`config.mk`:
```
export PLATFORM = sky130hd
export DESIGN_NAME = elerp_lane
export DESIGN_NICKNAME = d
export VERILOG_FILES = /design/src/rtl/elerp_pkg.sv /design/src/rtl/elerp_lane.sv
export SDC_FILE = /design/constraint.sdc
export NUM_CORES = 2
export LEC_CHECK = 0
export ABC_AREA = 1
export ABC_CLOCK_PERIOD_IN_PS = 13300
export BUFFER_PORTS_ARGS = -buffer_cell sky130_fd_sc_hd__buf_2
export CORE_ASPECT_RATIO = 1.25
export CORE_MARGIN = 4
export CORE_UTILIZATION = 55
export CTS_CLUSTER_SIZE = 16
export DETAILED_ROUTE_END_ITERATION = 16
export PLACE_DENSITY = 0.74
export SYNTH_ARGS = -nofsm -noshare
export SYNTH_HDL_FRONTEND = slang
export SYNTH_SLANG_ARGS = --single-unit
```
`constraint.sdc`:
```
create_clock -name clk -period 13.3 [get_ports clk]
set_input_delay 3.325 -clock clk [delete_from_list [all_inputs] [get_ports clk]]
set_output_delay 3.325 -clock clk [all_outputs]
set_load 0.005 [all_outputs]
```
`src/rtl/elerp_pkg.sv`:
```
// ---------------------------------------------------------------------------
// elerp_pkg: shared types and codes of the eased interpolation unit
// Type codes, easing codes, lane handling kinds and the lane control bundle.
// ---------------------------------------------------------------------------
package elerp_pkg;

	localparam int DATA_W = 32;
	localparam int TYPE_W = 3;
	localparam int OP_W   = 3;
	localparam int LANES  = 4;

	localparam logic [TYPE_W-1:0] TYPE_SCALAR  = 3'd0;
	localparam logic [TYPE_W-1:0] TYPE_VEC2    = 3'd1;
	localparam logic [TYPE_W-1:0] TYPE_VEC3    = 3'd2;
	localparam logic [TYPE_W-1:0] TYPE_VEC4    = 3'd3;
	localparam logic [TYPE_W-1:0] TYPE_BOOL    = 3'd4;
	localparam logic [TYPE_W-1:0] TYPE_INT     = 3'd5;
	localparam logic [TYPE_W-1:0] TYPE_OTHER   = 3'd6;
	localparam logic [TYPE_W-1:0] TYPE_INVALID = 3'd7;

	localparam logic [OP_W-1:0] OP_LINEAR      = 3'd0;
	localparam logic [OP_W-1:0] OP_EASE        = 3'd1;
	localparam logic [OP_W-1:0] OP_IN_QUAD     = 3'd2;
	localparam logic [OP_W-1:0] OP_OUT_QUAD    = 3'd3;
	localparam logic [OP_W-1:0] OP_IN_OUT_QUAD = 3'd4;

	typedef enum logic [1:0] {
		KIND_PASS,
		KIND_BOOL,
		KIND_INT,
		KIND_FIXED
	} kind_t;

	typedef struct packed {
		kind_t kind;
		logic  used;
	} lane_ctl_t;

endpackage

```
`src/rtl/elerp_lane.sv`:
```
// ---------------------------------------------------------------------------
// elerp_lane: one result lane
// Multiply the lane difference by the eased position, then add, round and
// select by kind. Two register stages.
// ---------------------------------------------------------------------------
module elerp_lane import elerp_pkg::*; #(
	parameter int FRAC_BITS = 16
) (
	input  logic                     clk,
	input  logic [FRAC_BITS:0]       eased,
	input  logic signed [DATA_W-1:0] a,
	input  logic signed [DATA_W:0]   d,
	input  lane_ctl_t                ctl,
	output logic signed [DATA_W-1:0] result
);

	localparam int T_W = FRAC_BITS + 1;
	localparam int P_W = DATA_W + 1 + T_W + 1;
	localparam logic [T_W-1:0] HALF = T_W'(1) << (FRAC_BITS - 1);

	logic signed [P_W-1:0]    prod_s4;
	logic signed [DATA_W-1:0] a_s4, b_s4;
	lane_ctl_t                ctl_s4;
	logic                     pick_b_s4;
	logic [DATA_W-1:0]        w_c;
	logic [DATA_W-1:0]        r_c;
	logic signed [DATA_W-1:0] result_s5;

	always_ff @(posedge clk) begin
		prod_s4 <= d * $signed({1'b0, eased});
		a_s4 <= a;
		b_s4 <= a + d[DATA_W-1:0];
		ctl_s4 <= ctl;
		pick_b_s4 <= (eased >= HALF);
		result_s5 <= r_c;
	end

	always_comb begin
		w_c = a_s4 + prod_s4[FRAC_BITS +: DATA_W];
		unique case (ctl_s4.kind)
			KIND_PASS:  r_c = a_s4;
			KIND_BOOL:  r_c = pick_b_s4 ? b_s4 : a_s4;
			KIND_INT:   r_c = w_c + DATA_W'(w_c[DATA_W-1] && (prod_s4[FRAC_BITS-1:0] != '0));
			KIND_FIXED: r_c = w_c;
			default:    r_c = a_s4;
		endcase
		if (!ctl_s4.used) begin
			r_c = '0;
		end
	end

	assign result = result_s5;

endmodule

```
---- Word level (Yosys, flattened, before mapping) ----
Cells that the tools add are included.
storage, ports and cells
  register bits after elaboration ......... 148
  bits in latches ......................... 0
  memory bits (writable) .................. 0
  ROM bits ................................ 0
  memories kept ........................... 0
cells by class
  add/subtract/negate cells ............... 3
  multiply operators ...................... 1
  divide/modulo/power cells ............... 0
  magnitude comparators ................... 1
  equality and inequality tests ........... 3
  shift-type cells ........................ 0
  multiplexer cells ....................... 2
  bitwise gates (word level) .............. 0
  reduce and logical (&&, ||, !) cells .... 3
operators by type and width
  operator                count
  $pmux W32 S4            1
  $add A32 B32 Y32        2
  $mul A33 B18 Y48        1
  $add A32 B1 Y32         1
  $mux W32                1
  $ge A17 B16 Y1 const B  1
  $reduce_bool A16 Y1     1
  $eq A2 B2 Y1 const B    2
  $eq A2 B1 Y1 const B    1
  $logic_not A2 Y1        1
  $logic_and A1 B1 Y1     1

---- Longest topological paths before layout ----
  depth in word-level cells ............... 4
  mapped depth ............................ 30
  mapped depth without buffers ............ 30

---- Worst setup path after synthesis ----
Ideal clock, no wire load.
  kind .................................... in2reg
  start point ............................. in d[28]
  end point ............................... reg prod_s4[44]
  setup time .............................. 0.127 ns
  arrival ................................. 8.645 ns
  slack ................................... 4.528 ns
  stages .................................. 22
  path buffers ............................ 2
  cells stage by stage .................... clkbuf_1 > clkbuf_1 > nand2_1 > fa_1 > fa_1 > fa_1 > inv_1 > fa_1 > fa_1 > inv_1 > fa_1 > inv_1 > ha_1 > a21oi_1 > inv_1 > a31oi_1 > o21ai_0 > a21oi_1 > nand3_1 > a21boi_0 > o21ai_0 > xor2_1
on the way
  word-level cells in the longest chain between the ends .. 1
ends and longest elaborated chain
  element                 line              source
  start: declaration      elerp_lane.sv:12  input logic signed [DATA_W:0] d,
  $mul A33 B18 Y48        elerp_lane.sv:30  prod_s4 <= d * $signed({1'b0, eased});
  end signal: assignment  elerp_lane.sv:30
  end: declaration        elerp_lane.sv:21  logic signed [P_W-1:0] prod_s4;
No other way between the ends.
A chain may end at the register's enable or synchronous reset.

---- Final worst setup path ----
  start point ............................. in eased[3]
  end point ............................... reg prod_s4[45]
on the way
  word-level cells in the longest chain between the ends .. 1
ends and longest elaborated chain
  element             line              source
  start: declaration  elerp_lane.sv:10  input logic [FRAC_BITS:0] eased,
  $mul A33 B18 Y48    elerp_lane.sv:30
No other way between the ends.

==> flow_summary.yaml <==
setup_path:
  critPathKind: "in -> reg"
  critPathCaptureType: "register"
  cp-startpoint: "eased[3]"
  crit_path_max_fanout: 33
  critPathLaunchType: "input pin"
  crit_required_ns: 13.68
  arrival_ns: 9.72
  reg2reg_from: "a_s4[17]"
clock_network:
  clkLatencyLatePin_ns: 0.44
  cts_tree: "yes"
  numCtsBuffers: 17
  cts_htree_levels: 4
  clock-sinks: 148
  post_cts_resized: 0
  cts.path.max_buffers: 2
  cts_root_buf: "clkbuf_16"
  cts_setup_buffers: 0
  path_clk_slew_ns: 0.07
  hold_buffers: 0
die:
  dieArea_mm2: 0.0563
  core_mm2: 0.0518
  die_y_um: 264
  start_util: 0.558
  rows: 93
  die_w_um: 213
  io_pins: 118
grt:
  overflow: 0
  grt_pass1_vias: 25795
  grt_pass1_wl_mm: 136
  grt_usage: 0.312
  grt_max_degree: 46
  antenna_found_initial: 2
status:
  outcome: "finished, final reports clean"
placement:
  place_area_mm2: 0.0298
  place_ws_ns: 3.48
  dp_hpwl_mm: 68.1
  port_buffers: 117
  place_congestion: 1.02
min_path:
  hold_path.startpoint: "b_s4[2]"
  hp-class: "reg -> reg"
timing:
  maxSlewViolCount: 0
  hold_ws_ns: 0.509
  fin_tns_setup_ns: 0
  fin_ws_ns: 3.96
  final-setup-viol-count: 0
  period_share: 0.703
  layout_min_cycle_time_ns: 9.34
  skew_ns: 0.0109
  fmaxAchievable_ghz: 0.107
  finalHoldViolations: 0
  rsz0062_at_grt: "false"
  relSlewSlack: 0.357
  worst_pin_slew_ns: 0.964
cells_and_area:
  final_layout_size_suffix_gt1_frac: 0.0519
  nets: 4759
  design_area_mm2: 0.0304
  area_growth_pct: 5.08
synth:
  syn_inst: 3989
  avgSynthCellArea_um2: 7.24
  yosysTopAreaCell: "fa_1"
  synthTopCellsByArea: "fa_1, inv_1, nand2_1"
  synth_seq_area_share: 0.103
  synth_cell_types: 46
  ys_seq_elements: 148
  netlist.area_leader.share: 0.359
  ys_warn_count: 0
  syn_nets: 4770
  syn-cell-area_mm2: 0.0289
run:
  cap_violations: 0
detailed_routing:
  detail_route.wl_per_cell_um: 18.4
  drtPass1Iterations: 5
  drcViolationCount: 0
  drt_wl_total_mm: 85.7
  antenna_left: 0
  via_per_inst: 5.26
  vias: 24480
  drtIter0Drc: 1872
==> synth_stat cells, drive strengths merged <==
master / instances
nand3: 130
and2: 5
fa: 518
a21oi: 122
and3: 4
a31o: 1
o211ai: 6
xor2: 56
xnor2: 42
clkbuf: 150
a41o: 1
nor3: 17
buf: 5
ha: 177
a21boi: 6
o31ai: 3
inv: 1192
nand4: 42
o2111ai: 1
a41oi: 2
nor4: 8
o21a: 7
or2: 1
o21bai: 3
nand3b: 7
a31oi: 23
nor2: 157
a211oi: 2
o221ai: 6
o21ai: 85
dfxtp: 148
nand2: 1057
a21o: 5
==> kinds of logic (layout without fill, tap and decap cells) <==
logic type               after synthesis  count (layout)  share of synthesized area
AND/OR/NAND/NOR                     1428            1428                      0.203
XOR/XNOR                              98              98                     0.0307
other                                  0               2                          0
adder cells (fa/ha/maj)              695             695                      0.436
buffers and inverters               1347            1349                      0.175
flip-flops                           148             148                      0.103
AO/OA/AOI/OAI                        273             273                     0.0527
==> final timing paths <==
check | end | slack (ns) | depth (start not counted)
max | prod_s4[45] | 3.96 | 23
min reg2reg | result[2] | 0.51 | 2
max reg2reg | result[25] | 7.57 | 29
min | result[2] | 0.51 | 2
==> flip-flops by register name (all words and copies together) (netlist names) <==
| name | flops |
|---|---|
| prod_s4 | 48 |
| pick_b_s4 | 1 |
| a_s4 | 32 |
| ctl_s4 | 3 |
| b_s4 | 32 |
| result | 32 |
==> layer usage <==
layer  GRT usage  part of all wire
met1       0.372              0.37
met2       0.536              0.49
met3      0.0507             0.070
met4       0.170             0.063
met5           0                 0
==> area by class of cell <==
cell class / count / area, µm²
Multi-Input combinational cell: 2494 / 20900
Timing Repair Buffer: 125 / 646
Inverter: 1192 / 4470
Fill cell: 4841 / 21400
Clock buffer: 18 / 439
Clock inverter: 14 / 140
Antenna cell: 2 / 5.00
Sequential cell: 148 / 2960
Tap cell: 665 / 832
==> layout by cell type, fill, tap and decap left out, drive strengths merged, types with 2 or more instances in the layout <==
| cell type | synthesis | layout |
|---|---|---|
| nand3 | 130 | 130 |
| ha | 177 | 177 |
| o31ai | 3 | 3 |
| nand3b | 7 | 7 |
| nand2 | 1057 | 1057 |
| a31oi | 23 | 23 |
| and2 | 5 | 5 |
| a41oi | 2 | 2 |
| nor2 | 157 | 157 |
| diode | 0 | 2 |
| a211oi | 2 | 2 |
| o21bai | 3 | 3 |
| buf | 5 | 125 |
| xnor2 | 42 | 42 |
| nor3 | 17 | 17 |
| xor2 | 56 | 56 |
| o21a | 7 | 7 |
| and3 | 4 | 4 |
| clkinv | 0 | 3 |
| a21boi | 6 | 6 |
| dfxtp | 148 | 148 |
| nor4 | 8 | 8 |
| a21o | 5 | 5 |
| a21oi | 122 | 122 |
| o221ai | 6 | 6 |
| clkinvlp | 0 | 4 |
| clkbuf | 150 | 18 |
| inv | 1192 | 1198 |
| o211ai | 6 | 6 |
| o21ai | 85 | 85 |
| nand4 | 42 | 42 |
| fa | 518 | 518 |
==> metrics by stage <==
step / std cells / util
finish: 4658 / 0.586
global route: 4658 / 0.586
detailed placement: 4624 / 0.575
CTS: 4656 / 0.586
global placement: 4624 / 0.575
floorplan: 3989 / -
==> worst max-delay path: stages <==
cell     delay (ns)
buf_2          0.64
nand2_1        0.29
fa_1           0.81
fa_1           0.48
fa_1           0.44
fa_1           0.54
inv_1          0.05
fa_1           0.53
inv_1          0.05
fa_1           0.47
inv_1          0.05
ha_1           0.37
nand2_1        0.13
nor2_1         0.17
inv_1          0.08
nor4_1         0.39
o21ai_0        0.17
nand3_1        0.24
nand3_1        0.10
nand2_1        0.10
nand2_1        0.05
nand2_1        0.06
xor2_1         0.13
Power is left out: the tool's default activity adds up to more than one toggle a clock period on the data nets, which glitch-free logic cannot reach.
