**src/rtl/elerp_pkg.sv**
```systemverilog
// ---------------------------------------------------------------------------
// elerp_pkg: shared types and codes of the eased interpolation unit
// Type codes, easing codes, lane handling kinds and the lane control bundle.
// ---------------------------------------------------------------------------
package elerp_pkg;

	localparam int DATA_W = 32;
	localparam int TYPE_W = 3;
	localparam int OP_W   = 3;
	localparam int LANES  = 4;

	localparam logic [TYPE_W-1:0] TYPE_SCALAR  = 3'd0;
	localparam logic [TYPE_W-1:0] TYPE_VEC2    = 3'd1;
	localparam logic [TYPE_W-1:0] TYPE_VEC3    = 3'd2;
	localparam logic [TYPE_W-1:0] TYPE_VEC4    = 3'd3;
	localparam logic [TYPE_W-1:0] TYPE_BOOL    = 3'd4;
	localparam logic [TYPE_W-1:0] TYPE_INT     = 3'd5;
	localparam logic [TYPE_W-1:0] TYPE_OTHER   = 3'd6;
	localparam logic [TYPE_W-1:0] TYPE_INVALID = 3'd7;

	localparam logic [OP_W-1:0] OP_LINEAR      = 3'd0;
	localparam logic [OP_W-1:0] OP_EASE        = 3'd1;
	localparam logic [OP_W-1:0] OP_IN_QUAD     = 3'd2;
	localparam logic [OP_W-1:0] OP_OUT_QUAD    = 3'd3;
	localparam logic [OP_W-1:0] OP_IN_OUT_QUAD = 3'd4;

	typedef enum logic [1:0] {
		KIND_PASS,
		KIND_BOOL,
		KIND_INT,
		KIND_FIXED
	} kind_t;

	typedef struct packed {
		kind_t kind;
		logic  used;
	} lane_ctl_t;

endpackage

```
**src/rtl/elerp_ease.sv**
```systemverilog
// ---------------------------------------------------------------------------
// elerp_ease: position clamp and quadratic easing
// Three register stages: clamp and operand select, square, shift and fold.
// ---------------------------------------------------------------------------
module elerp_ease import elerp_pkg::*; #(
	parameter int FRAC_BITS = 16
) (
	input  logic                     clk,
	input  logic [OP_W-1:0]          operation,
	input  logic signed [DATA_W-1:0] position,
	output logic [FRAC_BITS:0]       eased
);

	localparam int T_W = FRAC_BITS + 1;
	localparam int SQ_W = 2 * T_W;
	localparam logic [T_W-1:0] ONE = T_W'(1) << FRAC_BITS;
	localparam logic [T_W-1:0] HALF = T_W'(1) << (FRAC_BITS - 1);
	localparam logic [T_W:0] TWO_ONE = (T_W + 1)'(1) << (FRAC_BITS + 1);
	localparam logic signed [DATA_W-1:0] ONE_W = DATA_W'(1) << FRAC_BITS;

	typedef enum logic [2:0] {
		SQ_LINEAR,
		SQ_IN,
		SQ_OUT,
		SQ_INOUT_LO,
		SQ_INOUT_HI
	} sq_sel_t;

	logic [T_W-1:0]  t_c;
	logic [T_W-1:0]  s_c;
	logic [T_W:0]    s_hi;
	sq_sel_t         sel_c;
	logic [T_W-1:0]  t_s1, s_s1, t_s2;
	sq_sel_t         sel_s1, sel_s2;
	logic [SQ_W-1:0] sq_s2;
	logic [T_W-1:0]  e_c;
	logic [T_W-1:0]  e_s3;

	always_comb begin
		if (position[DATA_W-1]) begin
			t_c = '0;
		end else if (position > ONE_W) begin
			t_c = ONE;
		end else begin
			t_c = position[T_W-1:0];
		end
		s_hi = TWO_ONE - {t_c, 1'b0};
		unique case (operation)
			OP_IN_QUAD: begin
				sel_c = SQ_IN;
				s_c = t_c;
			end
			OP_OUT_QUAD: begin
				sel_c = SQ_OUT;
				s_c = ONE - t_c;
			end
			OP_EASE, OP_IN_OUT_QUAD: begin
				if (t_c < HALF) begin
					sel_c = SQ_INOUT_LO;
					s_c = t_c;
				end else begin
					sel_c = SQ_INOUT_HI;
					s_c = s_hi[T_W-1:0];
				end
			end
			default: begin
				sel_c = SQ_LINEAR;
				s_c = t_c;
			end
		endcase
	end

	always_ff @(posedge clk) begin
		t_s1 <= t_c;
		s_s1 <= s_c;
		sel_s1 <= sel_c;
		t_s2 <= t_s1;
		sel_s2 <= sel_s1;
		sq_s2 <= s_s1 * s_s1;
		e_s3 <= e_c;
	end

	always_comb begin
		unique case (sel_s2)
			SQ_IN:       e_c = sq_s2[FRAC_BITS +: T_W];
			SQ_OUT:      e_c = ONE - sq_s2[FRAC_BITS +: T_W];
			SQ_INOUT_LO: e_c = sq_s2[FRAC_BITS - 1 +: T_W];
			SQ_INOUT_HI: e_c = ONE - sq_s2[FRAC_BITS + 1 +: T_W];
			default:     e_c = t_s2;
		endcase
	end

	assign eased = e_s3;

endmodule

```
**config.mk**
```make
export PLATFORM = sky130hd
export DESIGN_NAME = elerp_ease
export DESIGN_NICKNAME = d
export VERILOG_FILES = /design/src/rtl/elerp_pkg.sv /design/src/rtl/elerp_ease.sv
export SDC_FILE = /design/constraint.sdc
export NUM_CORES = 1
export LEC_CHECK = 0
export BUFFER_PORTS_ARGS = -buffer_cell sky130_fd_sc_hd__buf_2
export CAP_MARGIN = 20
export CORE_MARGIN = 1
export CORE_UTILIZATION = 45
export CTS_CLUSTER_SIZE = 30
export DETAILED_ROUTE_END_ITERATION = 10
export MAX_ROUTING_LAYER = met4
export PLACE_DENSITY_LB_ADDON = 0.05
export SETUP_SLACK_MARGIN = 0.15
export SLEW_MARGIN = 40
export SYNTH_ARGS = -nofsm -noshare
export SYNTH_HDL_FRONTEND = slang
export SYNTH_SLANG_ARGS = --single-unit
```
**constraint.sdc**
```tcl
create_clock -name clk -period 9.9 [get_ports clk]
set_input_delay 1.98 -clock clk [delete_from_list [all_inputs] [get_ports clk]]
set_output_delay 1.98 -clock clk [all_outputs]
set_load 0.02 [all_outputs]
```
Word level (Yosys, flattened, before mapping)

Cells that the tools add are included.

Register bits after elaboration: 108
Bits of input ports: 36
Word-level logic and storage cells: 30

Add/sub/neg operators: 4
Multiply operators: 1
Magnitude comparators: 2
Equality and inequality tests: 8
Mux-type cells: 7
Reduce and logical (&&, ||, !) cells: 1

Operator list:

| kind                                                                           | number |
|---|---|
| 17-bit one-hot mux with 4 select lines                                         | 1 |
| 17-bit two-way mux                                                             | 3 |
| 17-bit subtractor, first input constant                                        | 3 |
| 17-bit by 17-bit multiplier with 34-bit output                                 | 1 |
| 17-bit one-hot mux with 2 select lines                                         | 1 |
| 32-bit by 18-bit > comparator with 1-bit output, second input constant         | 1 |
| 17-bit by 16-bit less-than comparator with 1-bit output, second input constant | 1 |
| 1-bit by 17-bit subtractor with 17-bit output, first input constant            | 1 |
| 3-bit by 2-bit equality test with 1-bit output, second input constant          | 4 |
| 3-bit one-hot mux with 3 select lines                                          | 1 |
| 3-bit by 1-bit equality test with 1-bit output, second input constant          | 2 |
| 3-bit equality test, second input constant                                     | 2 |
| 3-bit two-way mux                                                              | 1 |
| 2-bit OR reduction                                                             | 1 |

Depth between registers and ports, before layout

Gate-level depths: netlist (run 1).

Word-level depth: 6
Mapped depth: 23
Depth with buffers taken out: 23

Least setup slack after synthesis (run 1)

No wires, ideal clock.

Kind: register to register
Start point: register s_s1[5]
End point: register sq_s2[33]
Setup time: 120 ps
Arrival: 6218 ps
Setup slack: 3562 ps
Cell stages (with the launch flop): 23
Period minus slack after synthesis: 6338 ps
Path through: dfxtp_1 -> clkbuf_1 -> nand2_1 -> fa_1 -> inv_1 -> fa_1 -> inv_1 -> fa_1 -> inv_1 -> fa_1 -> fa_1 -> inv_1 -> fa_1 -> inv_1 -> ha_1 -> nand2_1 -> nor4_1 -> o2111ai_1 -> a311oi_1 -> a31oi_1 -> o21ai_0 -> a21oi_1 -> xnor2_1

Word-level cells in the longest chain between the ends: 1

Ends and longest elaborated chain:

| element                                        | line             | source |
|---|---|---|
| start, declared                                | elerp_ease.sv:33 | `logic [T_W-1:0] t_s1, s_s1, t_s2;` |
| start signal, assigned                         | elerp_ease.sv:75 | `s_s1 <= s_c;` |
| 17-bit by 17-bit multiplier with 34-bit output | elerp_ease.sv:79 | `sq_s2 <= s_s1 * s_s1;` |
| end signal, assigned                           | elerp_ease.sv:79 |  |
| end, declared                                  | elerp_ease.sv:35 | `logic [SQ_W-1:0] sq_s2;` |

No other way between the ends.

Final worst setup path (run 1)

Same ends and word-level chain as after synthesis.

==> results of run 1 <==
[final timing paths]
check	end	start	cells past startpoint	slack (ps)
setup / recovery	sq_s2[33]	s_s1[5]	21	2800
hold / removal	t_s2[2]	t_s1[2]	0	320
setup reg to reg	sq_s2[33]	s_s1[5]	21	2800
hold reg to reg	t_s2[2]	t_s1[2]	0	320
[layout make-up]
type,count,area (µm²)
fill,2536,13300
clock buffer,9,225
inverter,302,1130
timing repair buffer,59,313
clock inverter,7,77.6
multi-input combinational,924,8920
tap,335,419
sequential,93,1860
[Yosys cell counts (9+ instances only)]
master / count / area (µm²)
a21oi_1: 37 / 185
and2_1: 63 / 394
nand2_1: 135 / 507
nand3_1: 17 / 85.1
a21o_1: 13 / 97.6
nor3_1: 18 / 90.1
nor2_1: 68 / 255
o211ai_1: 9 / 67.6
nor2b_1: 11 / 68.8
fa_1: 189 / 3780
ha_1: 113 / 1410
inv_1: 301 / 1130
dfxtp_1: 93 / 1860
clkbuf_1: 40 / 150
a22oi_1: 9 / 67.6
xnor2_1: 33 / 289
mux2_2: 9 / 101
xor2_1: 17 / 149
o22ai_1: 9 / 56.3
mux2i_1: 13 / 130
nor4_1: 10 / 62.6
o21ai_0: 46 / 230
[layout by cell type, fill, tap and decap left out, types with 3 or more instances in the layout]
cell,count
a211oi_1,6
a21boi_0,3
a21o_1,13
a21oi_1,37
a221o_1,3
a222oi_1,8
a22o_1,7
a22oi_1,9
a31oi_1,7
and2_1,63
buf_2,52
buf_4,7
clkbuf_16,9
dfxtp_1,93
fa_1,189
ha_1,113
inv_1,301
inv_6,3
mux2_2,9
mux2i_1,13
nand2_1,135
nand2b_1,8
nand3_1,17
nand4_1,6
nor2_1,67
nor2b_1,11
nor3_1,17
nor4_1,10
o211ai_1,9
o21ai_0,46
o22ai_1,9
o31ai_1,3
or2_2,7
xnor2_1,33
xor2_1,17
[per-stage QoR]
stage	instances	util	hold slack, ps	area, µm²
after floorplan	1372	-	310	12100
after global placement	1713	0.482	311	12600
after detailed placement	1713	0.482	312	12600
after CTS	1729	0.494	317	12900
after global routing	1729	0.494	326	12900
final	1729	0.494	319	12900
[where the power goes]
part	switching (mW)	internal, mW
sequential	0.00390	0.381
clock	0.163	0.179
combinational	0.0475	0.0266
total	0.214	0.586
[registers in the layout (all words and copies together) (netlist names)]
name	count
sel_s1	3
eased	17
t_s1	17
sq_s2	19
s_s1	17
sel_s2	3
t_s2	17
[critical path: cells and delay by family, from the launching register on]
kind	cells	cell delay, ps
AOI/OAI and AO/OA	5	1390
xor gates and xnor gates	1	180
adders and majority gates	7	3520
buffers and inverters	5	260
DFF	1	790
and+or+nand+nor	3	860
[cell families after synthesis]
kind of cell	after synthesis	share of synthesized area
buffers and inverters	355	0.111
muxes	23	0.0210
AOI/OAI and AO/OA	189	0.104
adders and majority gates	302	0.429
DFF	93	0.154
xor gates and xnor gates	50	0.0361
and+or+nand+nor	360	0.145
[per-layer routing]
| metal | part of all wire | wire length, µm | vias up | GRT usage |
|---|---|---|---|---|
| li1 | - | - | 4372 | - |
| met1 | 0.48 | 13700 | 4355 | 0.316 |
| met2 | 0.46 | 13200 | 163 | 0.355 |
| met3 | 0.041 | 1170 | 22 | 0.0276 |
| met4 | 0.015 | 428 | 0 | 0.0488 |
| met5 | 0 | 0 | - | - |
==> results.md, run 1 <==
- Worst path slowest cell: dfxtp_1
- Shortest clock period the worst path allows after layout: about 7100 ps
- Sequential fraction of the synthesis area: 0.154
- Number of global-route vias before repair: just over 9000
- H-tree Lvls: 3
- Worst Tran Pin Value: 812 ps
- # DRC: 2
- Sum of routed wire length over all layers: between 20 and 30 mm
- Critical path fanouts, max: 18
- Final worst-path cycle share: 0.717
- Distinct cell type count of the synthesized netlist: 72
- Rel. slew slack: 0.457
- Cells traversed along the worst timing path: nand2_1 -> fa_1 -> inv_1 -> fa_1 -> inv_1 -> fa_1 -> inv_1 -> fa_1 -> fa_1 -> inv_1 -> fa_1 -> inv_1 -> ha_1 -> nand2_1 -> nor4_1 -> o2111ai_1 -> a311oi_1 -> a31oi_1 -> o21ai_0 -> a21oi_1 -> xnor2_1
- Via count normalized by instance count: 5.15
- Maximum number of pins on one net before global-route repair: 38
- Status: complete, but fails checks
- Die height: around 170 µm
- Yosys warning count: 0
- Area Growth Syn to Fin: 6.84%
- Leakage power summed over all cells: about 7 nW
- Biggest cell delay along the critical path: 790 ps
- Root Driver: clkbuf_16
- Type of destination of the critical path: flop
- Total setup buffers inserted after CTS: 0
- DRT antenna net count: 0
- Number of antenna violations at the first check in global routing: 0
- Fmax: ~140 MHz
- Most frequently used flop master after synthesis: dfxtp_1
- Critical Setup Path Class: reg2reg
- Count of flip-flops with a built-in enable after synthesis: 0
- Number of max-slew violations in the final report: 0
- Overflow after GRT: 0
- Total CTS buffers: 9
- Number of nets in the layout: 1727
- Final estimated routing congestion in global placement: ~0.89
- Total Power: between 0.8 and 0.9 mW
- Number of DRC markers in iteration 0: 640
- Number of max-cap violations: 0
- Hold-fix buffer count after cts: 0
- Wire length of the first global-routing pass: around 48 mm
- Initial core utilization: 0.462
- Clock Skew: 11.1 ps
- Power Dens Cells: approximately 62 nW/µm²
- DPL Wire Length: 23.6 mm
- Total vias in the final route: between 8000 and 9000
- Cell occurring most often along the worst timing path: fa_1
- Post-Synthesis Mean Instance Area: between 8 and 9 µm²
- Wire per inst: roughly 17 µm
- Core box area: between 20000 and 30000 µm²
- Die span in x: between 150 and 200 µm
- Setup repair after global routing missed its margin: no
- Clk pin slew, worst setup/hold paths: 70 ps
- Cells after synthesis: 1372
- All-layer global routing usage: 0.227
- Buffers on Ports: 52
- Clock tree from TritonCTS: done
- Number of placed I/O pins: between 50 and 60
- Setup violation total in the final timing report: 0
- Clk sink count: 93
- Pre-CTS worst setup slack: about 2800 ps
- Insertion delay to the later sink of the worst-skew pair: 350 ps
- Arrival time at the worst endpoint: roughly 7400 ps
- Synthesis-stage register bit count: 93
- Async S/R FF share, synth: 0
- Ratio of cells with drive above 1 in the final layout: 0.0775
- Max IR drop VDD: 78.8 µV
- CTS max path bufs: 2
- Synthesized cell area: between 10000 and 15000 µm²
- Cell Rows: ~60
- Ant diodes: 0
- Worst hold-check path type: reg2reg
- Final critical-path setup slack: between 2000 and 3000 ps
- Endpoints failing hold: 0
- Violations in the final reports: DRC
- Full die area: approximately 28000 µm²
- Type of origin of the critical path: flop
- Total negative setup slack: 0 ps
- Resized Gates After CTS: 0
- First-pass detailed-route iteration total: 8
- CP required: 10180 ps
- Syn_nets: about 1700
Note: power is estimated with default switching activity, not from simulation.
==> inputs of run 2 (changes only) <==
==> constraint.sdc (replaced) <==
create_clock -name clk -period 7.1 [get_ports clk]
set_input_delay 1.42 -clock clk [delete_from_list [all_inputs] [get_ports clk]]
set_output_delay 1.42 -clock clk [all_outputs]
set_load 0.02 [all_outputs]
==> results.md, run 2 (same netlist as run 1, synthesis figures left out) <==
- H-tree Lvls: 3 (unchanged)
- Number of placed instances, taps included: 1733 (+1.2%)
- Setup violation total in the final timing report: 0 (unchanged)
- CP required: 7340 ps (-2840 ps)
- Finished Layout Cells: 1749 (+1.2%)
- Total setup buffers inserted after CTS: 0 (unchanged)
- Ratio of cells with drive above 1 in the final layout: 0.100 (+0.0229)
- Leakage power summed over all cells: 7.10 nW (+1.7%)
- Fill cells: 2577 (+1.6%)
- Max FFs per register: 19 (unchanged)
- Die span in x: 166 µm (unchanged)
- Total negative setup slack: 0 ps (unchanged)
- Post-route worst hold slack: 329 ps (+10.2 ps)
- Full die area: 27600 µm² (unchanged)
- Core box area: 26200 µm² (unchanged)
- Via count normalized by instance count: 5.11 (-0.83%)
- Number of placed I/O pins: 53 (unchanged)
- Pre-CTS worst setup slack: 438 ps (-2370 ps)
- Clock Skew: 17.8 ps (+6.71 ps)
- Insertion delay to the later sink of the worst-skew pair: 360 ps (about the same)
- Critical Setup Path Class: reg2reg
- Final worst-path cycle share: 0.915 (+0.198)
- Fmax: 154 MHz (+9.3%)
- Overflow after GRT: 0 (unchanged)
- Top reg by flops: sq_s2
- Maximum number of pins on one net before global-route repair: 38 (unchanged)
- Initial core utilization: 0.462 (unchanged)
- Leading cell type in the layout, fill and taps excluded: inv_1
- Number of max-slew violations in the final report: 0 (unchanged)
- Type of origin of the critical path: flop
- Die height: 166 µm (unchanged)
- Timing startpoint of the critical path: s_s1[7]
- Power Dens Cells: 85.0 nW/µm² (+38%)
- Setup repair after global routing missed its margin: no
- First-pass detailed-route iteration total: 8 (unchanged)
- Number of antenna violations at the first check in global routing: 0 (unchanged)
- Number of DRC markers in iteration 0: 656 (+2.5%)
- Critical path destination: sq_s2[33]
- Total Power: 1.12 mW (+39%)
- Number of global-route vias before repair: 9368 (+2.3%)
- R2R Setup Slk: 600 ps (-2200 ps)
- Type of destination of the critical path: flop
- Worst Tran Pin Value: 723 ps (-88.7 ps)
- R2R Path Start: s_s1[7]
- Clk pin slew, worst setup/hold paths: 70 ps (about the same)
- DPL Wire Length: 23.9 mm (+1.4%)
- Critical path fanouts, max: 10 (-8)
- Area Growth Syn to Fin: 8.21%
- Total vias in the final route: 8940 (+0.31%)
- Wire length of the first global-routing pass: 48.1 mm (+0.52%)
- Final critical-path setup slack: 602 ps (-2200 ps)
- Cell Rows: 59 (unchanged)
- Total CTS buffers: 9 (unchanged)
- CTS max path bufs: 2 (unchanged)
- All-layer global routing usage: 0.228 (+0.00131)
- Buffers on Ports: 52 (unchanged)
- Endpoints failing hold: 0 (unchanged)
- Sum of routed wire length over all layers: 28.4 mm (-0.50%)
- Max IR drop VDD: 113 µV (+44%)
- Clock tree from TritonCTS: done
- Violations in the final reports: DRC
- Worst flop-to-flop path endpoint: sq_s2[33]
- Rel. slew slack: 0.513 (+0.0560)
- Ant diodes: 0 (unchanged)
- Clk sink count: 93 (unchanged)
- Root Driver: clkbuf_16
- DRT antenna net count: 0 (unchanged)
- Depth of the worst register-to-register path: 22 (+4.8%)
- Final estimated routing congestion in global placement: 0.873 (-1.6%)
- Worst hold-check path type: reg2reg
- Arrival time at the worst endpoint: 6740 ps (-640 ps)
- Status: complete, but fails checks
- # DRC: 2 (unchanged)
- Number of nets in the layout: 1747 (+1.2%)
- Number of max-cap violations: 0 (unchanged)
- Wire per inst: 16.3 µm (-1.6%)
- Leading cell types in the layout, fill and taps excluded: inv_1 (301), fa_1 (189), nand2_1 (135)
- Shortest clock period the worst path allows after layout: 6500 ps (-602 ps)
[run 2: cell types whose count changed in the layout (fill, tap and decap cells not counted)]
cell	change
a2111oi_0	-1
clkinv_8	-1
dfxtp_1	-12
clkinv_4	+1
inv_6	-1
a2111oi_1	+1
nor2_2	+2
nor2_1	-2
dfxtp_2	+12
inv_8	+1
buf_4	+20
[run 2: timing repair]
item / 4_1_cts / 5_1_grt
hold buffers: 0 / 0
resized for setup: 0 / 13
setup endpoints to repair: 0 / 4
[run 2: worst min-delay path by stage]
stage          cells past startpoint  slack (ps)        end       from
6_report                           0         330   t_s2[16]   t_s1[16]
2_1_floorplan                      0         310  sel_s2[0]  sel_s1[0]
4_1_cts                            0         330    t_s2[5]    t_s1[5]
3_3_place_gp                       0         310  sel_s2[0]  sel_s1[0]
5_1_grt                            0         340   t_s2[14]   t_s1[14]
3_5_place_dp                       0         310    t_s2[5]    t_s1[5]
[run 2: power by group]
part | total (mW) | switching, mW | internal, mW
clock | 0.476 | 0.227 | 0.248
combinational | 0.104 | 0.0669 | 0.0373
sequential | 0.535 | 0.00455 | 0.531
[run 2: worst max-delay path, stage by stage (launching register included)]
cell and delay, ps:
dfxtp_1 630, and2_1 250, inv_1 60, fa_1 460, fa_1 530, fa_1 530
inv_1 50, fa_1 480, fa_1 540, inv_1 60, fa_1 520, inv_1 40
ha_1 350, nand2_1 100, nor4_1 300, buf_4 180, o2111ai_1 170, a311oi_1 280
buf_4 170, a31oi_1 120, o21ai_0 280, a21oi_1 130, xnor2_1 130
[run 2: area by class of cell]
cell class	instances	area, µm²	area share
clock buffer	9	225	0.0172
clock inverter	7	72.6	0.00553
inverter	302	1130	0.0865
multi-input combinational	924	8920	0.680
sequential	93	1880	0.143
tap	335	419	0.0320
timing repair buffer	79	463	0.0353
[run 2: metrics by stage]
| stage | instance area (µm²) | utilization |
|---|---|---|
| 2_1_floorplan | 12100 | - |
| 3_3_place_gp | 12800 | 0.488 |
| 3_5_place_dp | 12800 | 0.488 |
| 4_1_cts | 13100 | 0.500 |
| 5_1_grt | 13100 | 0.500 |
| 6_report | 13100 | 0.500 |
[run 2: per-layer routing]
metal	GRT usage	up-vias	part of all wire
met5	-	-	0
met4	0.0666	0	0.023
met3	0.0260	29	0.038
met2	0.365	171	0.46
met1	0.306	4332	0.48
li1	-	4408	-
==> inputs of run 3 (changes only) <==
--- a/config.mk
+++ b/config.mk
@@ -7,12 +7,12 @@
 export LEC_CHECK = 0
 export BUFFER_PORTS_ARGS = -buffer_cell sky130_fd_sc_hd__buf_2
 export CAP_MARGIN = 20
-export CORE_MARGIN = 1
+export CORE_MARGIN = 2
 export CORE_UTILIZATION = 45
 export CTS_CLUSTER_SIZE = 30
 export DETAILED_ROUTE_END_ITERATION = 10
 export MAX_ROUTING_LAYER = met4
-export PLACE_DENSITY_LB_ADDON = 0.05
+export PLACE_DENSITY_LB_ADDON = 0.12
 export SETUP_SLACK_MARGIN = 0.15
 export SLEW_MARGIN = 40
 export SYNTH_ARGS = -nofsm -noshare
==> results.md, run 3 (same netlist as run 1, synthesis figures left out) <==
- Status: finished clean
- Clk sink count: 93 (unchanged)
- Overflow after GRT: 0 (unchanged)
- Total vias in the final route: 9084 (+1.6%)
- Biggest cell delay along the critical path: 590 ps (-40 ps)
- Ant diodes: 0 (unchanged)
- Core occupancy in the finished layout: 0.490 (-0.0102)
- Leakage power summed over all cells: 7.08 nW (-0.27%)
- DRT antenna net count: 0 (unchanged)
- Buffers on Ports: 52 (unchanged)
- Leading cell type in the layout, fill and taps excluded: inv_1
- Worst path slowest cell: fa_1
- Clock Skew: 15.4 ps (-2.36 ps)
- Number of nets in the layout: 1745 (-0.11%)
- Number of DRC markers in iteration 0: 546 (-17%)
- Post-DP Area: 12800 µm² (about the same)
- Number of max-slew violations in the final report: 0 (unchanged)
- Arrival time at the worst endpoint: 6910 ps (+170 ps)
- Critical path fanouts, max: 9 (-1)
- Worst Tran Pin Value: 829 ps (+106 ps)
- Finished Layout Cells: 1753 (+0.23%)
- H-tree Lvls: 3 (unchanged)
- Power Dens Cells: 84.8 nW/µm² (-0.26%)
- Clock tree from TritonCTS: done
- Shortest clock period the worst path allows after layout: 6630 ps (+131 ps)
- Post-layout instance area: 13100 µm² (about the same)
- Via count normalized by instance count: 5.18 (+1.4%)
- Critical Setup Path Class: reg2reg
- Type of destination of the critical path: flop
- Clk pin slew, worst setup/hold paths: 80 ps (about the same)
- Worst hold-check path type: reg2reg
- Die span in x: 168 µm (+1.2%)
- Pre-CTS worst setup slack: 388 ps (-50.5 ps)
- CP required: 7380 ps (+40 ps)
- # DRC: 0 (-2)
- Fmax: 151 MHz (-2.0%)
- Number of placed I/O pins: 53 (unchanged)
- Full die area: 28300 µm² (+2.4%)
- Total negative setup slack: 0 ps (unchanged)
- Fill cells: 2612 (+1.4%)
- Number of max-cap violations: 0 (unchanged)
- Post-route worst hold slack: 325 ps (-4.39 ps)
- Number of antenna violations at the first check in global routing: 0 (unchanged)
- Wire per inst: 16.2 µm (-0.31%)
- Setup violation total in the final timing report: 0 (unchanged)
- Initial core utilization: 0.453 (-0.00898)
- Sum of routed wire length over all layers: 28.4 mm (about the same)
- First-pass detailed-route iteration total: 5 (-3)
- Rel. slew slack: 0.445 (-0.0674)
- Final critical-path setup slack: 471 ps (-131 ps)
- Max FFs per register: 19 (unchanged)
- Die height: 168 µm (+1.2%)
- Leading cell types in the layout, fill and taps excluded: inv_1 (301), fa_1 (189), nand2_1 (135)
- All-layer global routing usage: 0.221 (-0.00712)
- Core box area: 26700 µm² (+2.0%)
- Final worst-path cycle share: 0.934 (+0.0184)
- Register area: 1870 µm² (-0.40%)
- Maximum number of pins on one net before global-route repair: 38 (unchanged)
- CTS max path bufs: 2 (unchanged)
- Area used by multi-input combinational logic: 8930 µm² (+0.13%)
- Area Growth Syn to Fin: 8.11% (about the same)
- Total Power: 1.11 mW (-0.36%)
- Number of placed instances, taps included: 1737 (+0.23%)
- Cell occurring most often along the worst timing path: fa_1
- Root Driver: clkbuf_16
- Top reg by flops: sq_s2
- Final estimated routing congestion in global placement: 0.886 (+1.4%)
- Total CTS buffers: 9 (unchanged)
- Insertion delay to the later sink of the worst-skew pair: 360 ps (about the same)
- Type of origin of the critical path: flop
- Cells traversed along the worst timing path: buf_4 -> nand2_1 -> fa_1 -> inv_1 -> fa_1 -> fa_1 -> fa_1 -> fa_1 -> inv_1 -> fa_1 -> inv_1 -> ha_1 -> a21oi_1 -> o211ai_1 -> a2111oi_2 -> a311oi_2 -> a31oi_1 -> o21ai_0 -> a21oi_1 -> xnor2_1
- Number of global-route vias before repair: 9406 (+0.41%)
- Setup repair after global routing missed its margin: no
- DPL Wire Length: 23.5 mm (-1.6%)
- Endpoints failing hold: 0 (unchanged)
- Cell Rows: 60 (+1.7%)
- Max IR drop VDD: 108 µV (-4.2%)
- Ratio of cells with drive above 1 in the final layout: 0.0963 (-0.00411)
- Wire length of the first global-routing pass: 48.2 mm (+0.27%)
## run 3: layout make-up
cell class	instances	area share
clock buffers	9	0.0172
multi-input cells	924	0.682
flip-flops and latches	93	0.143
repair buffers	77	0.0342
well taps	341	0.0326
clock inverters	7	0.00487
inverters	302	0.0865
## run 3: layer usage
layer,wire length [µm],up-vias,GRT usage
met5,0,-,-
met4,576,0,0.0566
met3,1240,37,0.0287
met2,13500,203,0.361
met1,13100,4443,0.294
li1,-,4401,-
## run 3: critical path: cells and delay by family, from the launching register on
family                     cells  cell delay [ps]
and+or+nand+nor                1               90
adders and majority gates      7             3550
xor gates and xnor gates       1              150
AOI/OAI and AO/OA              7             1840
DFF                            1              460
buffers and inverters          4              430
## run 3: what timing repair did
item                                    4_1_cts  5_1_grt
endpoints found under the setup margin        0        4
setup buffers                                 0        0
resized for setup                             0       10
hold buffers                                  0        0
## run 3: report_power, final
| group | switching (mW) | internal [mW] | total (mW) |
|---|---|---|---|
| logic | 0.0693 | 0.0373 | 0.107 |
| registers | 0.00339 | 0.531 | 0.534 |
| clock network | 0.225 | 0.245 | 0.470 |
| total | 0.298 | 0.813 | 1.11 |
## run 3: worst paths after layout
path               end  slack, ps  startpoint  depth (start not counted)
max reg2reg  sq_s2[33]        470    s_s1[10]                         20
min          sel_s2[2]        320   sel_s1[2]                          0
min reg2reg  sel_s2[2]        320   sel_s1[2]                          0
max          sq_s2[33]        470    s_s1[10]                         20
